## config.mk

```make
export PLATFORM = sky130hd
export DESIGN_NAME = pcd_cfg_regs
export DESIGN_NICKNAME = d
export VERILOG_FILES = /design/src/rtl/core/pose_correction_decider_defines.svh /design/src/rtl/core/pcd_pkg.sv /design/src/rtl/core/pcd_cfg_regs.sv
export SDC_FILE = /design/constraint.sdc
export NUM_CORES = 1
export LEC_CHECK = 0
export ABC_AREA = 1
export BUFFER_PORTS_ARGS = -buffer_cell sky130_fd_sc_hd__buf_2
export CAP_MARGIN = 20
export CORE_MARGIN = 3
export CORE_UTILIZATION = 35
export CTS_CLUSTER_SIZE = 25
export DETAILED_ROUTE_END_ITERATION = 6
export PLACE_DENSITY = 0.6
export SKIP_CTS_REPAIR_TIMING = 1
export SYNTH_ARGS = -nofsm -noshare
export SYNTH_HDL_FRONTEND = slang
export SYNTH_SLANG_ARGS = --single-unit
export TNS_END_PERCENT = 5
```

## constraint.sdc

```tcl
create_clock -name clk -period 2.45 [get_ports clk]
set_input_delay 0.49 -clock clk [delete_from_list [all_inputs] [get_ports clk]]
set_output_delay 0.49 -clock clk [all_outputs]
set_load 0.01 [all_outputs]
```

## src/rtl/core/pose_correction_decider_defines.svh

```systemverilog
// Assertion helpers shared by the RTL.
`ifndef POSE_CORRECTION_DECIDER_DEFINES_SVH
`define POSE_CORRECTION_DECIDER_DEFINES_SVH

// Implication checked on every clock edge outside reset.
`define PCD_ASSERT(label, ante, cons, msg) \
    label: assert property (@(posedge clk) disable iff (!rst_n) (ante) |-> (cons)) \
        else $error(msg);

// Implication whose consequent is checked in the cycle after the antecedent.
`define PCD_ASSERT_NEXT(label, ante, cons, msg) \
    label: assert property (@(posedge clk) disable iff (!rst_n) (ante) |=> (cons)) \
        else $error(msg);

`endif

```

## src/rtl/core/pcd_pkg.sv

```systemverilog
package pcd_pkg;

    localparam int MaxStages = 24;
    localparam int DiffW     = 25;
    localparam int DistW     = 25;
    localparam int AngW      = 16;
    // datapath: 25 bit diff << 6, plus CORDIC growth
    localparam int CrdW      = 34;
    localparam logic [31:0] KinvQ30 = 32'd652032874;

    localparam logic [2:0] ACT_NONE   = 3'd0;
    localparam logic [2:0] ACT_CW     = 3'd1;
    localparam logic [2:0] ACT_CCW    = 3'd2;
    localparam logic [2:0] ACT_DRIVE  = 3'd3;
    localparam logic [2:0] ACT_ACCEPT = 3'd4;

    localparam logic [1:0] MODE_FULL    = 2'd0;
    localparam logic [1:0] MODE_HEADING = 2'd1;
    localparam logic [1:0] MODE_STRICT  = 2'd2;

    localparam logic [2:0] REG_REJECT = 3'd0;
    localparam logic [2:0] REG_STRICT = 3'd1;
    localparam logic [2:0] REG_EXIT   = 3'd2;
    localparam logic [2:0] REG_FINAL  = 3'd3;
    localparam logic [2:0] REG_HTOL   = 3'd4;
    localparam logic [2:0] REG_TURN   = 3'd5;
    localparam logic [2:0] REG_DRIVE  = 3'd6;

    typedef struct packed {
        logic [DistW-1:0] reject_distance;
        logic [DistW-1:0] strict_tolerance;
        logic [DistW-1:0] position_exit;
        logic [DistW-1:0] final_position_limit;
        logic [AngW-1:0]  heading_tolerance;
        logic [AngW-1:0]  turn_limit;
        logic [DistW-1:0] drive_limit;
    } cfg_t;

    // fields carried alongside the CORDIC
    typedef struct packed {
        logic [AngW-1:0] actual_heading;
        logic [AngW-1:0] arrival_heading;
        logic [1:0]      mode;
        logic            zero_vec;
    } side_t;

    function automatic logic [31:0] atan_entry(input int i);
        logic [31:0] t;
        case (i)
            0:  t = 32'd536870912;
            1:  t = 32'd316933406;
            2:  t = 32'd167458907;
            3:  t = 32'd85004756;
            4:  t = 32'd42667331;
            5:  t = 32'd21354465;
            6:  t = 32'd10679838;
            7:  t = 32'd5340245;
            8:  t = 32'd2670163;
            9:  t = 32'd1335087;
            10: t = 32'd667544;
            11: t = 32'd333772;
            12: t = 32'd166886;
            13: t = 32'd83443;
            14: t = 32'd41722;
            15: t = 32'd20861;
            16: t = 32'd10430;
            17: t = 32'd5215;
            18: t = 32'd2608;
            19: t = 32'd1304;
            20: t = 32'd652;
            21: t = 32'd326;
            22: t = 32'd163;
            23: t = 32'd81;
            default: t = 32'd0;
        endcase
        return t;
    endfunction

endpackage

```

## src/rtl/core/pcd_cfg_regs.sv

```systemverilog
module pcd_cfg_regs
    import pcd_pkg::*;
(
    input  logic        clk,
    input  logic        rst_n,
    input  logic        psel,
    input  logic        penable,
    input  logic        pwrite,
    input  logic [4:0]  paddr,
    input  logic [31:0] pwdata,
    output logic [31:0] prdata,
    output logic        pready,
    output cfg_t        cfg
);

    cfg_t       cfg_reg;
    logic       wr_en;
    logic [2:0] idx;

    assign pready = 1'b1;
    assign wr_en  = psel & penable & pwrite;
    assign idx    = paddr[4:2];
    assign cfg    = cfg_reg;

    always_ff @(posedge clk or negedge rst_n)
    begin
        if (!rst_n)
        begin
            cfg_reg.reject_distance      <= 25'd8000;
            cfg_reg.strict_tolerance     <= 25'd160;
            cfg_reg.position_exit        <= 25'd320;
            cfg_reg.final_position_limit <= 25'd640;
            cfg_reg.heading_tolerance    <= 16'd364;
            cfg_reg.turn_limit           <= 16'd16384;
            cfg_reg.drive_limit          <= 25'd3200;
        end
        else if (wr_en)
        begin
            case (idx)
                REG_REJECT: cfg_reg.reject_distance      <= pwdata[DistW-1:0];
                REG_STRICT: cfg_reg.strict_tolerance     <= pwdata[DistW-1:0];
                REG_EXIT:   cfg_reg.position_exit        <= pwdata[DistW-1:0];
                REG_FINAL:  cfg_reg.final_position_limit <= pwdata[DistW-1:0];
                REG_HTOL:   cfg_reg.heading_tolerance    <= pwdata[AngW-1:0];
                REG_TURN:   cfg_reg.turn_limit           <= pwdata[AngW-1:0];
                REG_DRIVE:  cfg_reg.drive_limit          <= pwdata[DistW-1:0];
                default:    ;
            endcase
        end
    end

    always_comb
    begin
        case (idx)
            REG_REJECT: prdata = {7'd0, cfg_reg.reject_distance};
            REG_STRICT: prdata = {7'd0, cfg_reg.strict_tolerance};
            REG_EXIT:   prdata = {7'd0, cfg_reg.position_exit};
            REG_FINAL:  prdata = {7'd0, cfg_reg.final_position_limit};
            REG_HTOL:   prdata = {16'd0, cfg_reg.heading_tolerance};
            REG_TURN:   prdata = {16'd0, cfg_reg.turn_limit};
            REG_DRIVE:  prdata = {7'd0, cfg_reg.drive_limit};
            default:    prdata = 32'd0;
        endcase
    end

endmodule

```

Yosys cells after proc, flatten, opt, wreduce, memory -nomap -nowiden
Cells that the tools add are included.

operators by class
  equal/unequal tests = 6
  mux-type cells = 1
  bitwise logic cells = 2
  reduce and logical (&&, ||, !) cells = 8

operators with widths
  operator                                                               number
  25-bit case mux with 7 select lines                                    1
  2-bit AND reduction                                                    7
  3-bit equality test, second input constant                             3
  3-bit by 2-bit equality test with 1-bit output, second input constant  2
  3-bit by 1-bit equality test with 1-bit output, second input constant  1
  3-bit zero test                                                        1
  1-bit bitwise AND                                                      2

word-level totals
  flip-flop bits (word level) = 157
  output and inout bits = 190
  logic and storage cells = 24

Depth between registers and ports, before layout
Gate-level depths: netlist (run 1).

  depth in word-level cells = 3
  mapped depth = 8
  mapped depth without buffers = 5

Worst setup path after synthesis (run 1)
No wires, ideal clock.

  path kind = input-to-output
  start = in paddr[4]
  end = out prdata[9]
  setup slack = 613 ps
  stages on the path = 8
  required time = 1960 ps
  arrival time = 1347 ps
  buffers on the path = 3
  path through = buf_4 -> inv_6 -> buf_4 -> buf_2 -> nand4_1 -> nand2_1 -> nor2_1 -> nand2_1

between the ends
  word-level cells in the longest chain between the ends = 2

ends and longest elaborated chain
  item                                               RTL line            RTL
  from (decl)                                        pcd_cfg_regs.sv:9   input logic [4:0] paddr,
  3-bit equality test, or another cell as far along  pcd_cfg_regs.sv:54  case (idx)
  25-bit case mux with 7 select lines *              pcd_cfg_regs.sv:54
  to (decl)                                          pcd_cfg_regs.sv:11  output logic [31:0] prdata,

Mark *: on every way between the ends. The rest lies on a longest branch, timed or not.

Worst setup path after layout (run 1)
  start = in paddr[2]
  end = out prdata[0]

Same word-level chain as after synthesis.

==> results of run 1 <==
==> layer usage <==
metal  up-vias  wire length [µm]
met3        47              2760
met1      3922             13500
li1       3752                 -
met4         0               866
met5         -                 0
met2       423             14300
==> layout make-up <==
cell class              count  area (µm²)  area share
multi-input cells         768        3500       0.351
well taps                 280         350      0.0351
clock inverters            12         186      0.0187
clock buffers              20         447      0.0447
repair buffers            245        1450       0.145
inverters                  20        88.8     0.00890
flip-flops and latches    157        3960       0.396
==> worst min-delay path: stages <==
cell	delay, ns
buf_2	0.14
nand2_1	0.07
nand2_1	0.05
==> synth_stat cells, drive strengths merged <==
cell and n:
nand2 400, o21ai 157, conb 2, inv 19, dfstp 21, nand4 91
nor2 65, clkinv 1, dfrtp 136, clkbuf 31, buf 58, nand3 47
==> kinds of logic after synthesis <==
kind of cell | share of synthesized area
simple gates | 0.335
flops | 0.495
other cells | 0.000940
buf+inv | 0.0705
compound gates | 0.0984
==> power groups by stage <==
| stage | clock network (µW) | registers [µW] | logic, µW |
|---|---|---|---|
| 2_1_floorplan | 0 | 3730 | 699 |
| 3_3_place_gp | 0 | 3560 | 1930 |
| 3_5_place_dp | 0 | 3570 | 1960 |
| 4_1_cts | 2920 | 3530 | 1970 |
| 5_1_grt | 3040 | 3600 | 2170 |
| 6_report | 2900 | 3540 | 1950 |
==> how the worst max path moves through the flow <==
stage	to	slack, ns	cells after the start
final	prdata[0]	0.13	7
after global routing	prdata[19]	0.01	7
after CTS	prdata[23]	0.07	7
after detailed placement	prdata[23]	0.08	7
after global placement	prdata[23]	0.08	7
after floorplan	prdata[9]	0.61	8
==> per-stage QoR <==
stage	cell area, µm²	setup slack, ns
global route	9980	0.00967
finish	9980	0.132
global placement	9340	0.0829
detailed placement	9340	0.0771
floorplan	8010	0.613
CTS	9970	0.0658
==> reports/results.ini, run 1 <==
[global_routing]
antenna_found_initial = 0
gr-usage-met2 = 0.378
busiest_layer = met2
use_met1 = 0.361
grt_usage = 0.252
met3_usage = 0.0583
grt_pass1_wl_mm = 47.3
grt.overflow.total = 0
grt_max_degree = 91
grt_pass1_vias = 7587

[worst_setup_path]
worstPathRequired_ns = 1.96
path_class = in -> out
rrSetupSlack_ns = 1.63
path_cells = buf_2, buf_4, nand4_1, nand2_1, nor2_1, nand2_1, buf_2
cp_top_family = buffers and inverters
critPathSlowestCell = buf_4
end_kind = output pin
r2r_end = cfg[114]
crit_fanout = 32
cp.arrival_ns = 1.83
reg2regPathDepth = 2
critical_path.startpoint_type = primary input
max_stage_delay_ns = 0.44
cp_num_buf_inv = 3
rr_startpoint = cfg[114]
cp-startpoint = paddr[2]

[worst_hold_path]
whs_path_depth = 3
hold_path_class = in -> reg
min_from = pwdata[18]
whs_endpoint = cfg[100]

[sta]
hold_viol = 0
min_period_ns = 2.32
period_share = 0.946
fmax_mhz = 431
rsz0062_at_grt = false
slew_headroom = 0.651
drv_slew = 0
tns_ns = 0
tightest_slew_ns = 0.523
setup_viol = 0
hold_slack_ns = 0.358
clock_skew_ns = 0

[pwr]
power_uw = 8390
internal-power_uw = 5570
p_clk_frac = 0.345
power.switching_uw = 2820
sequentialPowerShare = 0.422
comb_power_share = 0.233
power_density_nw_per_um2 = 840
leakage_uw = 0.00543
swShare = 0.336
vdd_drop_max_uv = 326

[placement]
place_inst = 1469
numPortBuffers = 214
gp_congestion = 0.841
post-dp-hpwl_mm = 21.3

[layout]
stdcell_count = 1502
postLayoutCoreUtil = 0.452
layout_common_cells = nand2_1, buf_2, o21ai_0, dfrtp_1, nand4_1
syn2layout_area_growth_pct = 25.0
nNetsFinal = 1251
largest_register_ff_count = 157
final_common_cell = nand2_1
layout-drive-gt1-share = 0.258
antenna_cells = 0
filler_cell_count = 2198

[route]
drc = 0
drt_iter0_drc = 784
wirelength_mm = 31.4
drtPass1Iterations = 5
route.detailed.wl_per_inst_um = 20.9
final_antenna_net_count = 0
num_vias = 8144
routed_via_density = 5.42

[die]
rows = 54
die_w_um = 157
boundaryPins = 232
die_h_um = 157
design.die.area_um2 = 24700
core_area_um2 = 22100
start_util = 0.362

[synthesis]
ys_seq_area_frac = 0.495
synth_top_cell_area_share = 0.426
synth_top_area_cell = dfrtp_1
ys_warn_count = 0
syn_area_um2 = 7990
yosys-top-cells-area = dfrtp_1, nand2_1, o21ai_0
synth_cell_types = 23
synth_area_per_cell_um2 = 7.77
syn_inst = 1028
synth_seq_cells = 157

[clock_tree]
cts.sinks = 157
cts_tree = yes
cts_root_buf = clkbuf_16
htreeDepth = 4
numCtsBuffers = 17
clk_latency_ns = 0.42
path_clk_slew_ns = 0.07
cts_buffer_depth = 2

[job]
max_cap_viol_count = 0

[outcome]
outcome = finished clean

No activity file was read; power rests on OpenSTA's default activity.
==> inputs of run 2 (changes only) <==
- CTS_BUF_LIST: unset -> sky130_fd_sc_hd__clkbuf_8
==> reports/results.ini, run 2 (same netlist as run 1, synthesis figures left out) <==
[pwr]
sequentialPowerShare = 0.459  ; was 0.422
vdd_drop_max_uv = 343  ; was 326 µV
internal-power_uw = 4960  ; was 5570 µW
comb_power_share = 0.253  ; was 0.233
swShare = 0.356  ; was 0.336
power_uw = 7700  ; was 8390 µW
p_clk_frac = 0.288  ; was 0.345
power.switching_uw = 2740  ; was 2820 µW
power_density_nw_per_um2 = 786  ; was 840 nW/µm²
leakage_uw = 0.00535  ; was 0.00543 µW

[clock_tree]
cts_buffer_depth = 2  ; unchanged
htreeDepth = 4  ; unchanged
cts.sinks = 157  ; unchanged
numCtsBuffers = 17  ; unchanged
cts_root_buf = clkbuf_8  ; was clkbuf_16
cts_tree = yes  ; unchanged
path_clk_slew_ns = 0.10  ; was 0.07 ns
clk_latency_ns = 0.46  ; was 0.42 ns

[die]
rows = 54  ; unchanged
design.die.area_um2 = 24700  ; unchanged
die_h_um = 157  ; unchanged
start_util = 0.362  ; unchanged
die_w_um = 157  ; unchanged
boundaryPins = 232  ; unchanged
core_area_um2 = 22100  ; unchanged

[route]
final_antenna_net_count = 0  ; unchanged
num_vias = 8072  ; was 8144
drt_iter0_drc = 853  ; was 784
route.detailed.wl_per_inst_um = 20.9  ; about the same
drc = 0  ; unchanged
routed_via_density = 5.37  ; was 5.42
wirelength_mm = 31.4  ; about the same
drtPass1Iterations = 5  ; unchanged

[worst_setup_path]
r2r_end = cfg[114]  ; unchanged
critical_path.startpoint_type = primary input  ; unchanged
cp_num_buf_inv = 4  ; was 3
crit_fanout = 36  ; was 32
max_stage_delay_ns = 0.33  ; was 0.44 ns
cp.arrival_ns = 1.82  ; was 1.83 ns
reg2regPathDepth = 2  ; unchanged
worstPathRequired_ns = 1.96  ; about the same
end_kind = output pin  ; unchanged
path_class = in -> out  ; unchanged
path_cells = buf_2, inv_6, nand3_4, clkinvlp_4, nand2_1, nand2_1, buf_2  ; was buf_2, buf_4, nand4_1, nand2_1, nor2_1, nand2_1, buf_2
cp_top_family = buffers and inverters  ; unchanged
rrSetupSlack_ns = 1.62  ; was 1.63 ns
rr_startpoint = cfg[114]  ; unchanged
critPathSlowestCell = nand3_4  ; was buf_4

[global_routing]
grt_usage = 0.251  ; was 0.252
grt_pass1_wl_mm = 47.1  ; was 47.3 mm
grt.overflow.total = 0  ; unchanged
antenna_found_initial = 0  ; unchanged
grt_pass1_vias = 7533  ; was 7587
grt_max_degree = 91  ; unchanged

[sta]
min_period_ns = 2.31  ; was 2.32 ns
tightest_slew_ns = 0.536  ; was 0.523 ns
fmax_mhz = 432  ; was 431 MHz
setup_viol = 0  ; unchanged
period_share = 0.945  ; was 0.946
tns_ns = 0  ; unchanged
hold_viol = 0  ; unchanged
slew_headroom = 0.643  ; was 0.651
rsz0062_at_grt = false  ; unchanged
drv_slew = 0  ; unchanged
clock_skew_ns = 0  ; unchanged

[worst_hold_path]
whs_endpoint = cfg[105]  ; was cfg[100]
min_from = pwdata[23]  ; was pwdata[18]
whs_path_depth = 3  ; unchanged
hold_path_class = in -> reg  ; unchanged

[placement]
numPortBuffers = 214  ; unchanged
post-dp-hpwl_mm = 21.3  ; unchanged
gp_congestion = 0.841  ; unchanged

[layout]
antenna_cells = 0  ; unchanged
nNetsFinal = 1251  ; unchanged
filler_cell_count = 2218  ; was 2198
layout-drive-gt1-share = 0.258  ; unchanged
final_common_cell = nand2_1  ; unchanged
layout_common_cells = nand2_1, buf_2, o21ai_0, dfrtp_1, nand4_1  ; unchanged
syn2layout_area_growth_pct = 22.6  ; was 25.0%
largest_register_ff_count = 157  ; unchanged

[outcome]
outcome = finished clean  ; unchanged

[job]
max_cap_viol_count = 0  ; unchanged

-- run 2: layout make-up --
class / count / area [µm²] / share of cell area
flip-flops and latches: 157 / 3960 / 0.404
multi-input cells: 768 / 3500 / 0.358
repair buffers: 245 / 1450 / 0.148
well taps: 280 / 350 / 0.0358
clock buffers: 18 / 248 / 0.0253
clock inverters: 14 / 194 / 0.0198
inverters: 20 / 88.8 / 0.00907
-- run 2: power groups by stage --
stage	registers (µW)	logic, µW	clock network [µW]
finish	3530	1950	2220
global route	3600	2170	2360
CTS	3520	1970	2230
detailed placement	3570	1960	0
global placement	3560	1930	0
floorplan	3730	699	0
-- run 2: worst max-delay path by stage --
stage / startpoint / end / slack (ns) / depth (start not counted)
final: paddr[4] / prdata[23] / 0.14 / 7
after global routing: paddr[4] / prdata[19] / 0.005 / 7
after CTS: paddr[3] / prdata[23] / 0.07 / 7
after detailed placement: paddr[3] / prdata[23] / 0.08 / 7
after global placement: paddr[3] / prdata[23] / 0.08 / 7
after floorplan: paddr[4] / prdata[9] / 0.61 / 8
-- run 2: stage by stage --
stage	hold slack, ns	instance area, µm²	cells	util	worst slack (ns)
after global placement	0.414	9340	1469	0.423	0.0829
after global routing	0.294	9790	1502	0.443	0.00505
final	0.316	9790	1502	0.443	0.135
after CTS	-0.0862	9780	1501	0.443	0.0727
after detailed placement	0.416	9340	1469	0.423	0.0771
after floorplan	0.194	8010	1034	-	0.613
-- run 2: metal layers --
layer	GRT usage	vias up	part of all wire	wire length [µm]
li1	-	3752	-	-
met1	0.364	3893	0.43	13600
met2	0.377	379	0.45	14200
met3	0.0591	48	0.088	2760
met4	0.0744	0	0.026	818
met5	0	-	0	0
-- run 2: worst register-to-register path, cell delays in order (launching register included) --
cell and delay, ns:
dfstp_2 0.56, inv_1 0.05, o21ai_0 0.15
==> inputs of run 3 (changes only) <==
- CORE_ASPECT_RATIO: unset -> 2
==> reports/results.ini, run 3 (same netlist as run 1, synthesis figures left out) <==
[layout]
syn2layout_area_growth_pct = 21.7  ; was 22.6%
filler_cell_count = 2293  ; was 2218
stdcell_area_um2 = 9720  ; was 9790 µm²
layout_common_cells = nand2_1, buf_2, o21ai_0, dfrtp_1, nand4_1  ; unchanged
final_common_cell = nand2_1  ; unchanged
nNetsFinal = 1255  ; was 1251
stdcell_count = 1504  ; was 1502
largest_register_ff_count = 157  ; unchanged
layout-drive-gt1-share = 0.260  ; was 0.258

[worst_setup_path]
rr_startpoint = cfg[7]  ; was cfg[114]
worstPathRequired_ns = 1.96  ; about the same
cp-startpoint = paddr[3]  ; was paddr[4]
cp.arrival_ns = 1.65  ; was 1.82 ns
critical_path.startpoint_type = primary input  ; unchanged
path_class = in -> out  ; unchanged
crit_fanout = 17  ; was 36
end_kind = output pin  ; unchanged

[sta]
clock_skew_ns = 0  ; unchanged
hold_viol = 0  ; unchanged
tns_ns = 0  ; unchanged
tightest_slew_ns = 0.550  ; was 0.536 ns
hold_slack_ns = 0.276  ; was 0.316 ns
fin_ws_ns = 0.313  ; was 0.135 ns
period_share = 0.872  ; was 0.945
drv_slew = 0  ; unchanged
rsz0062_at_grt = false  ; unchanged
fmax_mhz = 468  ; was 432 MHz
setup_viol = 0  ; unchanged
slew_headroom = 0.633  ; was 0.643
min_period_ns = 2.14  ; was 2.31 ns

[die]
core_area_um2 = 22300  ; was 22100 µm²
die_h_um = 220  ; was 157 µm
design.die.area_um2 = 24800  ; was 24700 µm²
die_w_um = 113  ; was 157 µm
rows = 77  ; was 54
boundaryPins = 232  ; unchanged
start_util = 0.359  ; was 0.362

[route]
drt-met1-wl_mm = 11.3  ; was 13.6 mm
top_layer_used = met4  ; unchanged
num_vias = 7987  ; was 8072
drt_iter0_drc = 570  ; was 853
route.detailed.wl_per_inst_um = 20.0  ; was 20.9 µm
wirelength_mm = 30.1  ; was 31.4 mm
wl_met2_mm = 15.5  ; was 14.2 mm
wl_met3_mm = 1.94  ; was 2.76 mm
routed_via_density = 5.31  ; was 5.37
final_antenna_net_count = 0  ; unchanged
drtPass1Iterations = 5  ; unchanged
drc = 0  ; unchanged

[placement]
gp_congestion = 0.831  ; was 0.841
place_area_um2 = 9340  ; about the same
post-dp-hpwl_mm = 20.6  ; was 21.3 mm
post-place-ws_ns = 0.267  ; was 0.0771 ns
place_inst = 1469  ; unchanged
numPortBuffers = 214  ; unchanged

[clock_tree]
numCtsBuffers = 17  ; unchanged
cts_tree = yes  ; unchanged
cts.sinks = 157  ; unchanged
cts_buffer_depth = 2  ; unchanged
htreeDepth = 4  ; unchanged
cts_root_buf = clkbuf_8  ; unchanged
clk_latency_ns = 0.46  ; about the same
path_clk_slew_ns = 0.11  ; was 0.10 ns

[global_routing]
grt_pass1_vias = 7478  ; was 7533
grt_max_degree = 60  ; was 91
grt_pass1_wl_mm = 45.2  ; was 47.1 mm
grt.overflow.total = 0  ; unchanged
antenna_found_initial = 1  ; was 0
grt_usage = 0.239  ; was 0.251

[worst_hold_path]
hold_path_class = in -> reg  ; unchanged
min_from = pwdata[19]  ; was pwdata[23]

[job]
max_cap_viol_count = 0  ; unchanged

[pwr]
vdd_drop_max_uv = 369  ; was 343 µV
leakage_uw = 0.00531  ; was 0.00535 µW
power_density_nw_per_um2 = 746  ; was 786 nW/µm²

[outcome]
outcome = finished clean  ; unchanged

## run 3: path summary, 6_finish.rpt
check	endpoint	slack, ns	cells past startpoint
max in group asynchronous	cfg[39]	1.14	3
min in group asynchronous	cfg[120]	0.55	2
worst max-delay path	prdata[16]	0.31	7
worst max register to register	cfg[7]	1.65	2
worst min register to register	cfg[88]	0.49	2
worst min-delay path	cfg[126]	0.28	3
## run 3: worst max-delay path: stages
cell      delay, ns
buf_4          0.25
inv_4          0.06
nand3_4        0.08
clkinv_1       0.34
nand2_1        0.20
nand2_1        0.06
buf_2          0.14
## run 3: routing by layer
metal,global-route usage,vias to the layer above
met3,0.0484,72
met5,0,-
met1,0.280,3790
li1,-,3771
met4,0.112,0
met2,0.416,354
## run 3: final cells by class
| class | instances | area [µm²] | area share |
|---|---|---|---|
| Sequential cell | 157 | 3960 | 0.407 |
| Timing Repair Buffer | 249 | 1460 | 0.150 |
| Inverter | 20 | 85.1 | 0.00875 |
| Multi-Input combinational cell | 768 | 3510 | 0.361 |
| Tap cell | 276 | 345 | 0.0355 |
| Antenna cell | 2 | 5.00 | 0.000515 |
| Clock inverter | 14 | 115 | 0.0118 |
| Clock buffer | 18 | 248 | 0.0255 |
## run 3: metrics by stage
stage	utilization	power [µW]
after floorplan	-	4430
after global placement	0.420	5450
after global routing	0.437	7700
final	0.437	7250
after detailed placement	0.420	5500
after CTS	0.436	7340
## run 3: report_power, final
group,switching (µW),leakage [µW],internal [µW]
Sequential,405,0.00196,3130
Combinational,1200,0.00318,682
Clock,1080,0.000176,746
