===== config.mk =====
export PLATFORM = sky130hd
export DESIGN_NAME = pcd_decide
export DESIGN_NICKNAME = d
export VERILOG_FILES = /design/src/rtl/core/pose_correction_decider_defines.svh /design/src/rtl/core/pcd_pkg.sv /design/src/rtl/core/pcd_decide.sv
export SDC_FILE = /design/constraint.sdc
export NUM_CORES = 1
export LEC_CHECK = 0
export BUFFER_PORTS_ARGS = -buffer_cell sky130_fd_sc_hd__clkbuf_2
export CAP_MARGIN = 20
export CORE_AREA = 2 2 124 217
export CTS_CLUSTER_SIZE = 30
export DETAILED_ROUTE_END_ITERATION = 8
export DIE_AREA = 0 0 126 219
export GPL_TIMING_DRIVEN = 0
export MAX_ROUTING_LAYER = met4
export PLACE_DENSITY = 0.81
export SETUP_SLACK_MARGIN = 0.1
export SLEW_MARGIN = 10
export SYNTH_ARGS = -nofsm -noshare
export SYNTH_HDL_FRONTEND = slang
export SYNTH_SLANG_ARGS = --single-unit
export TNS_END_PERCENT = 50

===== constraint.sdc =====
create_clock -name clk -period 2.3 [get_ports clk]
set_input_delay 0.23 -clock clk [delete_from_list [all_inputs] [get_ports clk]]
set_output_delay 0.23 -clock clk [all_outputs]
set_load 0.005 [all_outputs]

===== src/rtl/core/pose_correction_decider_defines.svh =====
// Assertion helpers shared by the RTL.
`ifndef POSE_CORRECTION_DECIDER_DEFINES_SVH
`define POSE_CORRECTION_DECIDER_DEFINES_SVH

// Implication checked on every clock edge outside reset.
`define PCD_ASSERT(label, ante, cons, msg) \
    label: assert property (@(posedge clk) disable iff (!rst_n) (ante) |-> (cons)) \
        else $error(msg);

// Implication whose consequent is checked in the cycle after the antecedent.
`define PCD_ASSERT_NEXT(label, ante, cons, msg) \
    label: assert property (@(posedge clk) disable iff (!rst_n) (ante) |=> (cons)) \
        else $error(msg);

`endif


===== src/rtl/core/pcd_pkg.sv =====
package pcd_pkg;

    localparam int MaxStages = 24;
    localparam int DiffW     = 25;
    localparam int DistW     = 25;
    localparam int AngW      = 16;
    // datapath: 25 bit diff << 6, plus CORDIC growth
    localparam int CrdW      = 34;
    localparam logic [31:0] KinvQ30 = 32'd652032874;

    localparam logic [2:0] ACT_NONE   = 3'd0;
    localparam logic [2:0] ACT_CW     = 3'd1;
    localparam logic [2:0] ACT_CCW    = 3'd2;
    localparam logic [2:0] ACT_DRIVE  = 3'd3;
    localparam logic [2:0] ACT_ACCEPT = 3'd4;

    localparam logic [1:0] MODE_FULL    = 2'd0;
    localparam logic [1:0] MODE_HEADING = 2'd1;
    localparam logic [1:0] MODE_STRICT  = 2'd2;

    localparam logic [2:0] REG_REJECT = 3'd0;
    localparam logic [2:0] REG_STRICT = 3'd1;
    localparam logic [2:0] REG_EXIT   = 3'd2;
    localparam logic [2:0] REG_FINAL  = 3'd3;
    localparam logic [2:0] REG_HTOL   = 3'd4;
    localparam logic [2:0] REG_TURN   = 3'd5;
    localparam logic [2:0] REG_DRIVE  = 3'd6;

    typedef struct packed {
        logic [DistW-1:0] reject_distance;
        logic [DistW-1:0] strict_tolerance;
        logic [DistW-1:0] position_exit;
        logic [DistW-1:0] final_position_limit;
        logic [AngW-1:0]  heading_tolerance;
        logic [AngW-1:0]  turn_limit;
        logic [DistW-1:0] drive_limit;
    } cfg_t;

    // fields carried alongside the CORDIC
    typedef struct packed {
        logic [AngW-1:0] actual_heading;
        logic [AngW-1:0] arrival_heading;
        logic [1:0]      mode;
        logic            zero_vec;
    } side_t;

    function automatic logic [31:0] atan_entry(input int i);
        logic [31:0] t;
        case (i)
            0:  t = 32'd536870912;
            1:  t = 32'd316933406;
            2:  t = 32'd167458907;
            3:  t = 32'd85004756;
            4:  t = 32'd42667331;
            5:  t = 32'd21354465;
            6:  t = 32'd10679838;
            7:  t = 32'd5340245;
            8:  t = 32'd2670163;
            9:  t = 32'd1335087;
            10: t = 32'd667544;
            11: t = 32'd333772;
            12: t = 32'd166886;
            13: t = 32'd83443;
            14: t = 32'd41722;
            15: t = 32'd20861;
            16: t = 32'd10430;
            17: t = 32'd5215;
            18: t = 32'd2608;
            19: t = 32'd1304;
            20: t = 32'd652;
            21: t = 32'd326;
            22: t = 32'd163;
            23: t = 32'd81;
            default: t = 32'd0;
        endcase
        return t;
    endfunction

endpackage


===== src/rtl/core/pcd_decide.sv =====
// Two register stages: wrap errors and compare, then select the step.
module pcd_decide
    import pcd_pkg::*;
(
    input  logic             clk,
    input  logic             rst_n,
    input  logic             en,
    input  cfg_t             cfg,
    input  logic             in_valid,
    input  logic [DistW-1:0] distance,
    input  logic [AngW-1:0]  bearing,
    input  side_t            side,
    output logic             out_valid,
    output logic [2:0]       action,
    output logic [DistW-1:0] magnitude,
    output logic [DistW-1:0] position_error,
    output logic [AngW-1:0]  target_bearing,
    output logic [AngW-1:0]  bearing_error,
    output logic [AngW-1:0]  arrival_error
);

    logic [AngW-1:0] berr, aerr;
    logic [AngW:0]   babs, aabs;

    assign berr = bearing - side.actual_heading;
    assign aerr = side.arrival_heading - side.actual_heading;
    assign babs = berr[AngW-1] ? (AngW+1)'(-{1'b1, berr}) : {1'b0, berr};
    assign aabs = aerr[AngW-1] ? (AngW+1)'(-{1'b1, aerr}) : {1'b0, aerr};

    logic             v1_reg;
    logic             rej_reg, far_reg, fin_reg, bturn_reg, aturn_reg;
    logic             bcap_reg, acap_reg, dcap_reg;
    logic [1:0]       mode_reg;
    logic [DistW-1:0] dist_reg;
    logic [AngW-1:0]  brg_reg, berr_reg, aerr_reg;
    logic [AngW:0]    babs_reg, aabs_reg;
    logic [DistW-1:0] exit_tol;

    assign exit_tol = (side.mode == MODE_STRICT) ? cfg.strict_tolerance : cfg.position_exit;

    always_ff @(posedge clk or negedge rst_n)
    begin
        if (!rst_n)
            v1_reg <= 1'b0;
        else if (en)
            v1_reg <= in_valid;
    end

    always_ff @(posedge clk)
    begin
        if (en)
        begin
            rej_reg   <= distance > cfg.reject_distance;
            far_reg   <= distance > exit_tol;
            fin_reg   <= distance > cfg.final_position_limit;
            bturn_reg <= babs > {1'b0, cfg.heading_tolerance};
            aturn_reg <= aabs > {1'b0, cfg.heading_tolerance};
            bcap_reg  <= babs > {1'b0, cfg.turn_limit};
            acap_reg  <= aabs > {1'b0, cfg.turn_limit};
            dcap_reg  <= distance > cfg.drive_limit;
            mode_reg  <= side.mode;
            dist_reg  <= distance;
            brg_reg   <= bearing;
            berr_reg  <= berr;
            aerr_reg  <= aerr;
            babs_reg  <= babs;
            aabs_reg  <= aabs;
        end
    end

    logic [2:0]       act;
    logic [DistW-1:0] mag;

    always_comb
    begin
        act = ACT_ACCEPT;
        mag = '0;
        if (rej_reg)
            act = ACT_NONE;
        else if (mode_reg != MODE_HEADING && far_reg)
        begin
            if (bturn_reg)
            begin
                act = berr_reg[AngW-1] ? ACT_CW : ACT_CCW;
                mag = DistW'(bcap_reg ? {1'b0, cfg.turn_limit} : babs_reg);
            end
            else
            begin
                act = ACT_DRIVE;
                mag = dcap_reg ? cfg.drive_limit : dist_reg;
            end
        end
        else if (mode_reg == MODE_HEADING && fin_reg)
            act = ACT_NONE;
        else if (aturn_reg)
        begin
            act = aerr_reg[AngW-1] ? ACT_CW : ACT_CCW;
            mag = DistW'(acap_reg ? {1'b0, cfg.turn_limit} : aabs_reg);
        end
    end

    logic             v2_reg;
    logic [2:0]       act_reg;
    logic [DistW-1:0] mag_reg, pe_reg;
    logic [AngW-1:0]  tb_reg, be_reg, ae_reg;

    always_ff @(posedge clk or negedge rst_n)
    begin
        if (!rst_n)
            v2_reg <= 1'b0;
        else if (en)
            v2_reg <= v1_reg;
    end

    always_ff @(posedge clk)
    begin
        if (en)
        begin
            act_reg <= act;
            mag_reg <= mag;
            pe_reg  <= dist_reg;
            tb_reg  <= rej_reg ? '0 : brg_reg;
            be_reg  <= rej_reg ? '0 : berr_reg;
            ae_reg  <= rej_reg ? '0 : aerr_reg;
        end
    end

    assign out_valid      = v2_reg;
    assign action         = act_reg;
    assign magnitude      = mag_reg;
    assign position_error = pe_reg;
    assign target_bearing = tb_reg;
    assign bearing_error  = be_reg;
    assign arrival_error  = ae_reg;

endmodule


# Word level (Yosys, flattened, before mapping)
# Cells that the tools add are included.
# classes
mul	0
n_bitwise	0
n_shift	0
div	0
add_sub_neg	4
n_mux	16
n_eq_ne	3
magnitude_cmp	8
n_reduce_logical	2
# ops
cell	n
$mux 17	6
$gt 25x25->1	4
$mux 25	4
$gt 17x16->1	4
$neg 17->17	2
$sub 16x16->16	2
$mux 3	3
$mux 2	3
$eq 2x1->1 const B	1
$eq 2x2->1 const B	1
$logic_and 1x1->1	2
$ne 2x1->1 const B	1
# totals
word_cells	56
romBits	0
input_bits	237
latchBits	0
ram_bits	0
memories	0
output_inout_bits	102
regBits	220

# Depth between registers and ports, before layout
# Gate-level depths: netlist (run 1).
# logic_depth
word_depth	4
mapped_depth	21
mapped_depth_nobuf	20

# Worst setup path after synthesis (run 1)
# No wires, ideal clock.
# synth_path
kind	input port to flip-flop
start	input port side[21] (netlist bit)
end	register aturn_reg, data pin
arrival_time_ns	4.184
n_path_buf	0
setup_ns	0.265
stages	20
t_required_ns	2.035
path_slack_ns	-2.149
path_cell_list	inv_1 -> ha_1 -> o211ai_1 -> a21oi_1 -> o41a_1 -> o31ai_2 -> o2111ai_1 -> a21oi_1 -> xnor2_1 -> mux2_2 -> ha_1 -> nor2b_1 -> o21a_1 -> o21a_1 -> o21a_1 -> o21a_1 -> o21a_1 -> o21a_1 -> o41ai_1 -> a21oi_1
# synth_between
word_cells_on_any_way	4
cone_classes	2 x add/sub; 1 x order compare; 1 x mux
# synth_lines
item	line_no	source
from (decl)	pcd_decide.sv:12	input side_t side,
$sub 16x16->16	pcd_decide.sv:26	assign aerr = side.arrival_heading - side.actual_heading;
$mux 17	pcd_decide.sv:28	assign aabs = aerr[AngW-1] ? (AngW+1)'(-{1'b1, aerr}) : {1'b0, aerr};
net aabs[1]	pcd_decide.sv:23	logic [AngW:0] babs, aabs;
$gt 17x16->1	pcd_decide.sv:57	aturn_reg <= aabs > {1'b0, cfg.heading_tolerance};
to (signal assigned)	pcd_decide.sv:57	
to (decl)	pcd_decide.sv:31	logic rej_reg, far_reg, fin_reg, bturn_reg, aturn_reg;
# The timed path passes the listed nets, and every way through them passes these cells.
# A chain may end at the register's enable or synchronous reset.

# Worst setup path after layout (run 1)
# layout_path
start	input port side[23] (netlist bit)
end	register aturn_reg, data pin
# The elaborated chain is that of the path after synthesis.

==> metrics.txt, run 1 <==
share of total power in the clock network=26.4%; initial DRC count=around 710; post-route fraction of the period consumed by the critical path=186%; die area=27,600 µm²; cell leakage power=8.98 nW; final slew viol count=0; post-detailed-placement half-perimeter wirelength=33,100 µm; cells on worst reg2reg path=3; leading cell type in the layout, fill and taps excluded=sky130_fd_sc_hd__clkbuf_2; maximum number of pins on one net before global-route repair=101; Data required, critical path=2.55 ns; final count of negative-setup-slack endpoints=39; # H-tree levels=1; Final Skew=0.00667 ns; violated checks=negative setup slack; DRT Pass-1 Iters=5; number of clock sinks=218; GR Util All Layers=31.4%; proportion of layout cells with a drive suffix above 1=around 38%; Crit. Startpoint=side[23]; number of global-route vias before repair=between 10,000 and 15,000; number of DRC violations after detailed routing=0; Mapped Avg Cell Area=between 10 and 15 µm²; maximum fanout encountered on the critical timing path=5; number of enable flip-flop cells after synthesis=216; worst min-delay path class=in2reg; cell area after layout=19,200 µm²; clock root buffer=sky130_fd_sc_hd__clkbuf_16; chip height=219 µm; endpoint kind of the worst setup timing path=flop; proportion of total power due to net switching=32.7%; global route total overflow=0; timing-limited maximum frequency=between 200 and 250 MHz; pwr dens=744 nW/µm²; # IOs=339; R2R Path End=target_bearing[6]; core occupancy in the finished layout=74.6%; top flip-flop cell by instance count after synthesis=sky130_fd_sc_hd__edfxtp_1; count of antenna-violating nets left after detailed routing=0; largest cells by area after synthesis=sky130_fd_sc_hd__edfxtp_1 46%, sky130_fd_sc_hd__ha_1 17%, sky130_fd_sc_hd__mux2i_1 4.7%; proportion of netlist area held by the largest area contributor=46.2%; wire length of the first global-routing pass=64,300 µm; antenna violations before repair=1; Flop pwr share=between 30% and 40%; type of the setup path with the least slack=in2reg; worst vdd ir=0.749 mV; Seq cells post-synth=218; Worst-path clk slew=around 0.06 ns; Pint=9.62 mW; number of synthesis warnings=0; Clock Tree Buf Depth=3; type of element launching the critical path=input pin; max-cap violation count=0; setup total negative slack=-21.59 ns; slew margin rel.=38.9%; total number of nets in the final design=2,129; highest-count cells in the layout ignoring fill and taps=333 x sky130_fd_sc_hd__clkbuf_2, 216 x sky130_fd_sc_hd__edfxtp_1, 184 x sky130_fd_sc_hd__ha_1; worst skew pair latency=0.52 ns; time the worst path needs with I/O delays and setup=4.29 ns; Worst Hold Slack=0.0222 ns; post-detailed-route wirelength per cell=22.6 µm; Core ar.=roughly 26,000 µm²; overall die width=~130 µm; sequential fraction of the synthesis area=46.5%; largest area contributor in the synthesized netlist=sky130_fd_sc_hd__edfxtp_1; worst reg2reg path startpoint=rej_reg; Setup WS post-layout=-1.99 ns; TritonCTS clock tree=done; Area after DPL=between 15,000 and 20,000 µm²; Cell variety after synth=60; capturing instance or port of the critical path=aturn_reg; GP Congestion=0.958; TritonCTS buffer count=22; effective utilization at floorplan=54.5%; total wirelength of the detailed-routed design=45,800 µm; number of placed instances with taps included=1,891; Register-to-Register Setup Slack=0.18 ns; mean number of vias per cell=5.80; Netlist Area Pre-Place=14,000 µm²; Worst-Margin Slew=0.911 ns; total power draw=14.3 mW; fin cells=2,030; data arrival time at the worst-slack endpoint=4.54 ns; via count=between 10,000 and 15,000; setup repair after global routing missed its margin=yes; part of the power in combinational logic=between 30% and 40%; quantity of I/O buffers inserted on ports=approximately 340; worst hold stages=1; reported net switching power=roughly 4.7 mW; Cell Rows=78; cell count after synthesis=1,231; placement-stage worst setup slack=-3.13 ns; hold violation count in the final report=0; result of the run=finished with violations; Synth async-reset ratio=0.917%; Layout Area Growth over Synthesis=36.8%
[cell usage after synthesis, types with 2 or more instances]
library cell	instances
sky130_fd_sc_hd__edfxtp_1	216
sky130_fd_sc_hd__ha_1	196
sky130_fd_sc_hd__inv_1	142
sky130_fd_sc_hd__a21oi_1	81
sky130_fd_sc_hd__nor2_1	70
sky130_fd_sc_hd__nor2b_1	68
sky130_fd_sc_hd__mux2i_1	66
sky130_fd_sc_hd__a21o_1	49
sky130_fd_sc_hd__xnor2_1	32
sky130_fd_sc_hd__nand4_1	28
sky130_fd_sc_hd__nand2_1	27
sky130_fd_sc_hd__o21ai_0	24
sky130_fd_sc_hd__o21a_1	23
sky130_fd_sc_hd__xor2_1	23
sky130_fd_sc_hd__clkbuf_1	22
sky130_fd_sc_hd__mux2_2	22
sky130_fd_sc_hd__o22ai_1	17
sky130_fd_sc_hd__nand3_1	16
sky130_fd_sc_hd__nand2b_1	15
sky130_fd_sc_hd__nor3_1	14
sky130_fd_sc_hd__nor4_1	7
sky130_fd_sc_hd__and3_1	6
sky130_fd_sc_hd__o21bai_1	6
sky130_fd_sc_hd__a211oi_1	5
sky130_fd_sc_hd__and4_1	4
sky130_fd_sc_hd__a221oi_1	3
sky130_fd_sc_hd__a31oi_1	3
sky130_fd_sc_hd__o211ai_1	3
sky130_fd_sc_hd__a211o_1	2
sky130_fd_sc_hd__a21oi_2	2
sky130_fd_sc_hd__a221o_1	2
sky130_fd_sc_hd__buf_2	2
sky130_fd_sc_hd__dfrtp_1	2
sky130_fd_sc_hd__fa_1	2
sky130_fd_sc_hd__o2111ai_1	2
sky130_fd_sc_hd__o221a_2	2
sky130_fd_sc_hd__o31a_1	2
sky130_fd_sc_hd__o41ai_1	2
sky130_fd_sc_hd__or2_2	2
[power by group through the flow]
stage / Sequential [mW] / Clock [mW] / Combinational (mW)
6_report: 5.19 / 3.77 / 5.33
5_1_grt: 5.23 / 3.95 / 5.74
4_1_cts: 5.18 / 3.82 / 4.78
3_5_place_dp: 5.26 / 0 / 4.09
3_3_place_gp: 5.28 / 0 / 3.96
2_1_floorplan: 5.23 / 0 / 2.60
[worst min-delay path by stage]
stage | startpoint | to | slack [ns]
floorplan | rst_n | out_valid | -0.07
global placement | rst_n | out_valid | 0.02
detailed placement | rst_n | v1_reg | 0.02
CTS | distance[19] | dist_reg[19] | 0.0001
global route | distance[23] | dist_reg[23] | 0.009
finish | distance[3] | dist_reg[3] | 0.02
[per-layer routing]
layer,GRT usage (%),routed length (µm)
met1,27.3,14200
met3,4.00,2660
met5,-,0
met2,61.2,25500
met4,21.0,3460
[cell families after synthesis]
group	share of synthesized area, %
XOR/XNOR	3.43
flip-flops	46.5
adder cells (fa/ha/maj)	17.7
AND/OR/NAND/NOR	10.2
other	0.0267
buffers and inverters	4.48
AO/OA/AOI/OAI	11.1
multiplexers	6.47
[final cells by class]
type                       count  area, µm²
clock buffer                  23        576
sequential                   218       6540
fill                        1667       6550
inverter                     142        557
clock inverter                16        174
tap                          320        400
multi-input combinational    847       8120
timing repair buffer         438       2690
antenna                        1       2.50
buffer                        25        166
[worst max-delay path: stages]
cell and delay [ns]:
sky130_fd_sc_hd__buf_6 0.07, sky130_fd_sc_hd__clkinvlp_4 0.09, sky130_fd_sc_hd__ha_4 0.26, sky130_fd_sc_hd__a21o_4 0.23
sky130_fd_sc_hd__o41a_1 0.47, sky130_fd_sc_hd__o31ai_4 0.30, sky130_fd_sc_hd__o2111ai_2 0.18, sky130_fd_sc_hd__a21oi_2 0.26
sky130_fd_sc_hd__xnor2_4 0.23, sky130_fd_sc_hd__mux2_4 0.38, sky130_fd_sc_hd__ha_4 0.23, sky130_fd_sc_hd__nor2b_4 0.12
sky130_fd_sc_hd__o21a_1 0.18, sky130_fd_sc_hd__o21a_1 0.18, sky130_fd_sc_hd__o21a_1 0.16, sky130_fd_sc_hd__o21a_1 0.16
sky130_fd_sc_hd__o21a_1 0.17, sky130_fd_sc_hd__o21a_1 0.21, sky130_fd_sc_hd__o41ai_2 0.30, sky130_fd_sc_hd__a21oi_2 0.12
[timing repair]
action                     in CTS  in global routing
pin swaps                      41                 38
hold endpoints to repair       32                  0
buffers inserted               40                 29
gates cloned                    1                  0
setup endpoints to repair      62                 54
gates resized for setup       138                 80
hold buffers                   31                  0
Note: power is estimated with default switching activity, not from simulation.
==> inputs of run 2 (changes only) <==
ABC_AREA = 0   (was default)
REMOVE_ABC_BUFFERS = 1   (was default)
==> metrics.txt, run 2 (synthesis gave the netlist of run 1 again) <==
chip height=219 µm; slew margin rel.=33.4%; initial DRC count=1,046; leading cell type in the layout, fill and taps excluded=sky130_fd_sc_hd__clkbuf_2; reported net switching power=between 4 and 5 mW; quantity of I/O buffers inserted on ports=roughly 340; Met2 Wirelength=26,400 µm; antenna violations before repair=3; time the worst path needs with I/O delays and setup=between 4 and 5 ns; violated checks=negative setup slack; total number of nets in the final design=2,112; Worst-Margin Slew=0.999 ns; pwr dens=761 nW/µm²; top layer used by detailed routing=met4; cell leakage power=9.01 nW; DRT Pass-1 Iters=6; global route total overflow=0; highest-count cells in the layout ignoring fill and taps=332 x sky130_fd_sc_hd__clkbuf_2, 216 x sky130_fd_sc_hd__edfxtp_1, 182 x sky130_fd_sc_hd__ha_1; number of clock sinks=~220; proportion of total power due to net switching=33.3%; Data required, critical path=2.56 ns; GP Congestion=approximately 0.93; hold violation count in the final report=0; data arrival time at the worst-slack endpoint=around 4.7 ns; type of element launching the critical path=input pin; core occupancy in the finished layout=74.3%; TritonCTS clock tree=done; Clock Tree Buf Depth=3; Setup WS post-layout=-2.10 ns; effective utilization at floorplan=54.5%; fill cell total of the finished layout=between 1,500 and 2,000; number of DRC violations after detailed routing=0; total wirelength of the detailed-routed design=49,200 µm; maximum number of pins on one net before global-route repair=just over 100; worst vdd ir=0.730 mV; timing-limited maximum frequency=227 MHz; Area after DPL=about 16,000 µm²; overall die width=between 100 and 150 µm; Cell Rows=78; mean number of vias per cell=about 6.1; result of the run=finished with violations; proportion of layout cells with a drive suffix above 1=37.3%; # H-tree levels=1; post-detailed-route wirelength per cell=24.4 µm; Register-to-Register Setup Slack=0.23 ns; worst skew pair latency=0.52 ns; number of placed instances with taps included=1,872; Final Skew=0.0141 ns; clock root buffer=sky130_fd_sc_hd__clkbuf_16; number of global-route vias before repair=about 12,000; Pint=9.71 mW; part of the power in combinational logic=a little under two fifths; count of antenna-violating nets left after detailed routing=0; worst min-delay path class=in2reg; GR Util All Layers=31.4%; cell area after layout=19,100 µm²; Flop pwr share=36.4%; detailed-routing wirelength on met1=between 15,000 and 20,000 µm; fin cells=just over 2,000; die area=between 20,000 and 30,000 µm²; TritonCTS buffer count=21; final slew viol count=0; final count of negative-setup-slack endpoints=41; max-cap violation count=0; setup repair after global routing missed its margin=yes; Worst Hold Slack=0.00853 ns; Core ar.=~26,000 µm²; # IOs=339; post-route fraction of the period consumed by the critical path=191%; type of the setup path with the least slack=in2reg; met3 layer wire length in the routed design=roughly 3500 µm; total power draw=between 10 and 15 mW; Worst-path clk slew=0.07 ns; share of total power in the clock network=25.9%; post-detailed-placement half-perimeter wirelength=around 31,000 µm; endpoint kind of the worst setup timing path=flop; maximum fanout encountered on the critical timing path=5; wire length of the first global-routing pass=approximately 65,000 µm; Layout Area Growth over Synthesis=36.3%; via count=12,300
run 2: changes by cell type in the layout (fill, tap and decap cells not counted), moves of 5 or more:
cell,before,now
sky130_fd_sc_hd__dlygate4sd3_1,31,24
sky130_fd_sc_hd__clkbuf_1,15,2
sky130_fd_sc_hd__xor2_1,3,9
sky130_fd_sc_hd__xor2_2,19,12
sky130_fd_sc_hd__buf_6,14,19
run 2: final cells by class:
| type | instances | area, µm² | share of cell area, % |
|---|---|---|---|
| Antenna cell | 3 | 7.51 | 0.0392 |
| Clock buffer | 23 | 533 | 2.78 |
| Clock inverter | 14 | 196 | 1.03 |
| Inverter | 142 | 554 | 2.90 |
| Multi-Input combinational cell | 848 | 8040 | 42.0 |
| Sequential cell | 218 | 6540 | 34.1 |
| Tap cell | 320 | 400 | 2.09 |
| Timing Repair Buffer | 446 | 2880 | 15.1 |
run 2: timing repair:
action,in CTS,in global routing
hold buffers,24,0
gates cloned,0,2
setup endpoints to repair,69,70
resized for setup,152,83
endpoints found under the hold margin,25,0
buffers inserted,49,31
pin swaps,52,37
run 2: final timing paths:
kind / start / end / cells after the start
setup / recovery: bearing[2] / bturn_reg / 23
max in group asynchronous: rst_n / out_valid / 2
hold / removal: distance[17] / dist_reg[17] / 1
hold reg to reg: dist_reg[4] / position_error[4] / 0
min in group asynchronous: rst_n / v1_reg / 2
setup reg to reg: rej_reg / magnitude[16] / 3
run 2: layer usage:
| metal | track usage, % | up-vias |
|---|---|---|
| met2 | 60.4 | 788 |
| met1 | 28.6 | 5777 |
| met5 | - | - |
| li1 | - | 5412 |
| met3 | 4.56 | 291 |
| met4 | 18.6 | 0 |
run 2: through the flow:
stage	setup WS, ns	TNS, ns
3_5_place_dp	-3.47	-66.61
6_report	-2.10	-28.35
3_3_place_gp	-3.48	-584.78
2_1_floorplan	-2.39	-27.65
4_1_cts	-1.80	-19.92
5_1_grt	-2.13	-29.78
run 2: power groups by stage:
stage	logic [mW]	registers [mW]	clock network, mW
floorplan	2.36	5.34	0
global placement	3.55	5.45	0
detailed placement	3.81	5.37	0
CTS	4.64	5.29	3.75
global route	5.80	5.34	3.92
finish	5.49	5.31	3.77
run 2: worst max-delay path, cell delays in order:
cell,delay [ns]
sky130_fd_sc_hd__clkbuf_2,0.12
sky130_fd_sc_hd__ha_4,0.24
sky130_fd_sc_hd__o211ai_1,0.19
sky130_fd_sc_hd__a21o_1,0.21
sky130_fd_sc_hd__a21oi_4,0.13
sky130_fd_sc_hd__o41ai_4,0.41
sky130_fd_sc_hd__o2111ai_2,0.16
sky130_fd_sc_hd__a21oi_2,0.26
sky130_fd_sc_hd__xor2_4,0.39
sky130_fd_sc_hd__buf_6,0.17
sky130_fd_sc_hd__buf_6,0.09
sky130_fd_sc_hd__buf_6,0.08
sky130_fd_sc_hd__buf_6,0.08
sky130_fd_sc_hd__buf_6,0.11
sky130_fd_sc_hd__buf_12,0.14
sky130_fd_sc_hd__nor2_4,0.05
sky130_fd_sc_hd__xor2_2,0.21
sky130_fd_sc_hd__ha_1,0.31
sky130_fd_sc_hd__a21o_1,0.22
sky130_fd_sc_hd__a21oi_1,0.30
sky130_fd_sc_hd__nor2b_1,0.11
sky130_fd_sc_hd__o41ai_2,0.28
sky130_fd_sc_hd__a21oi_1,0.14
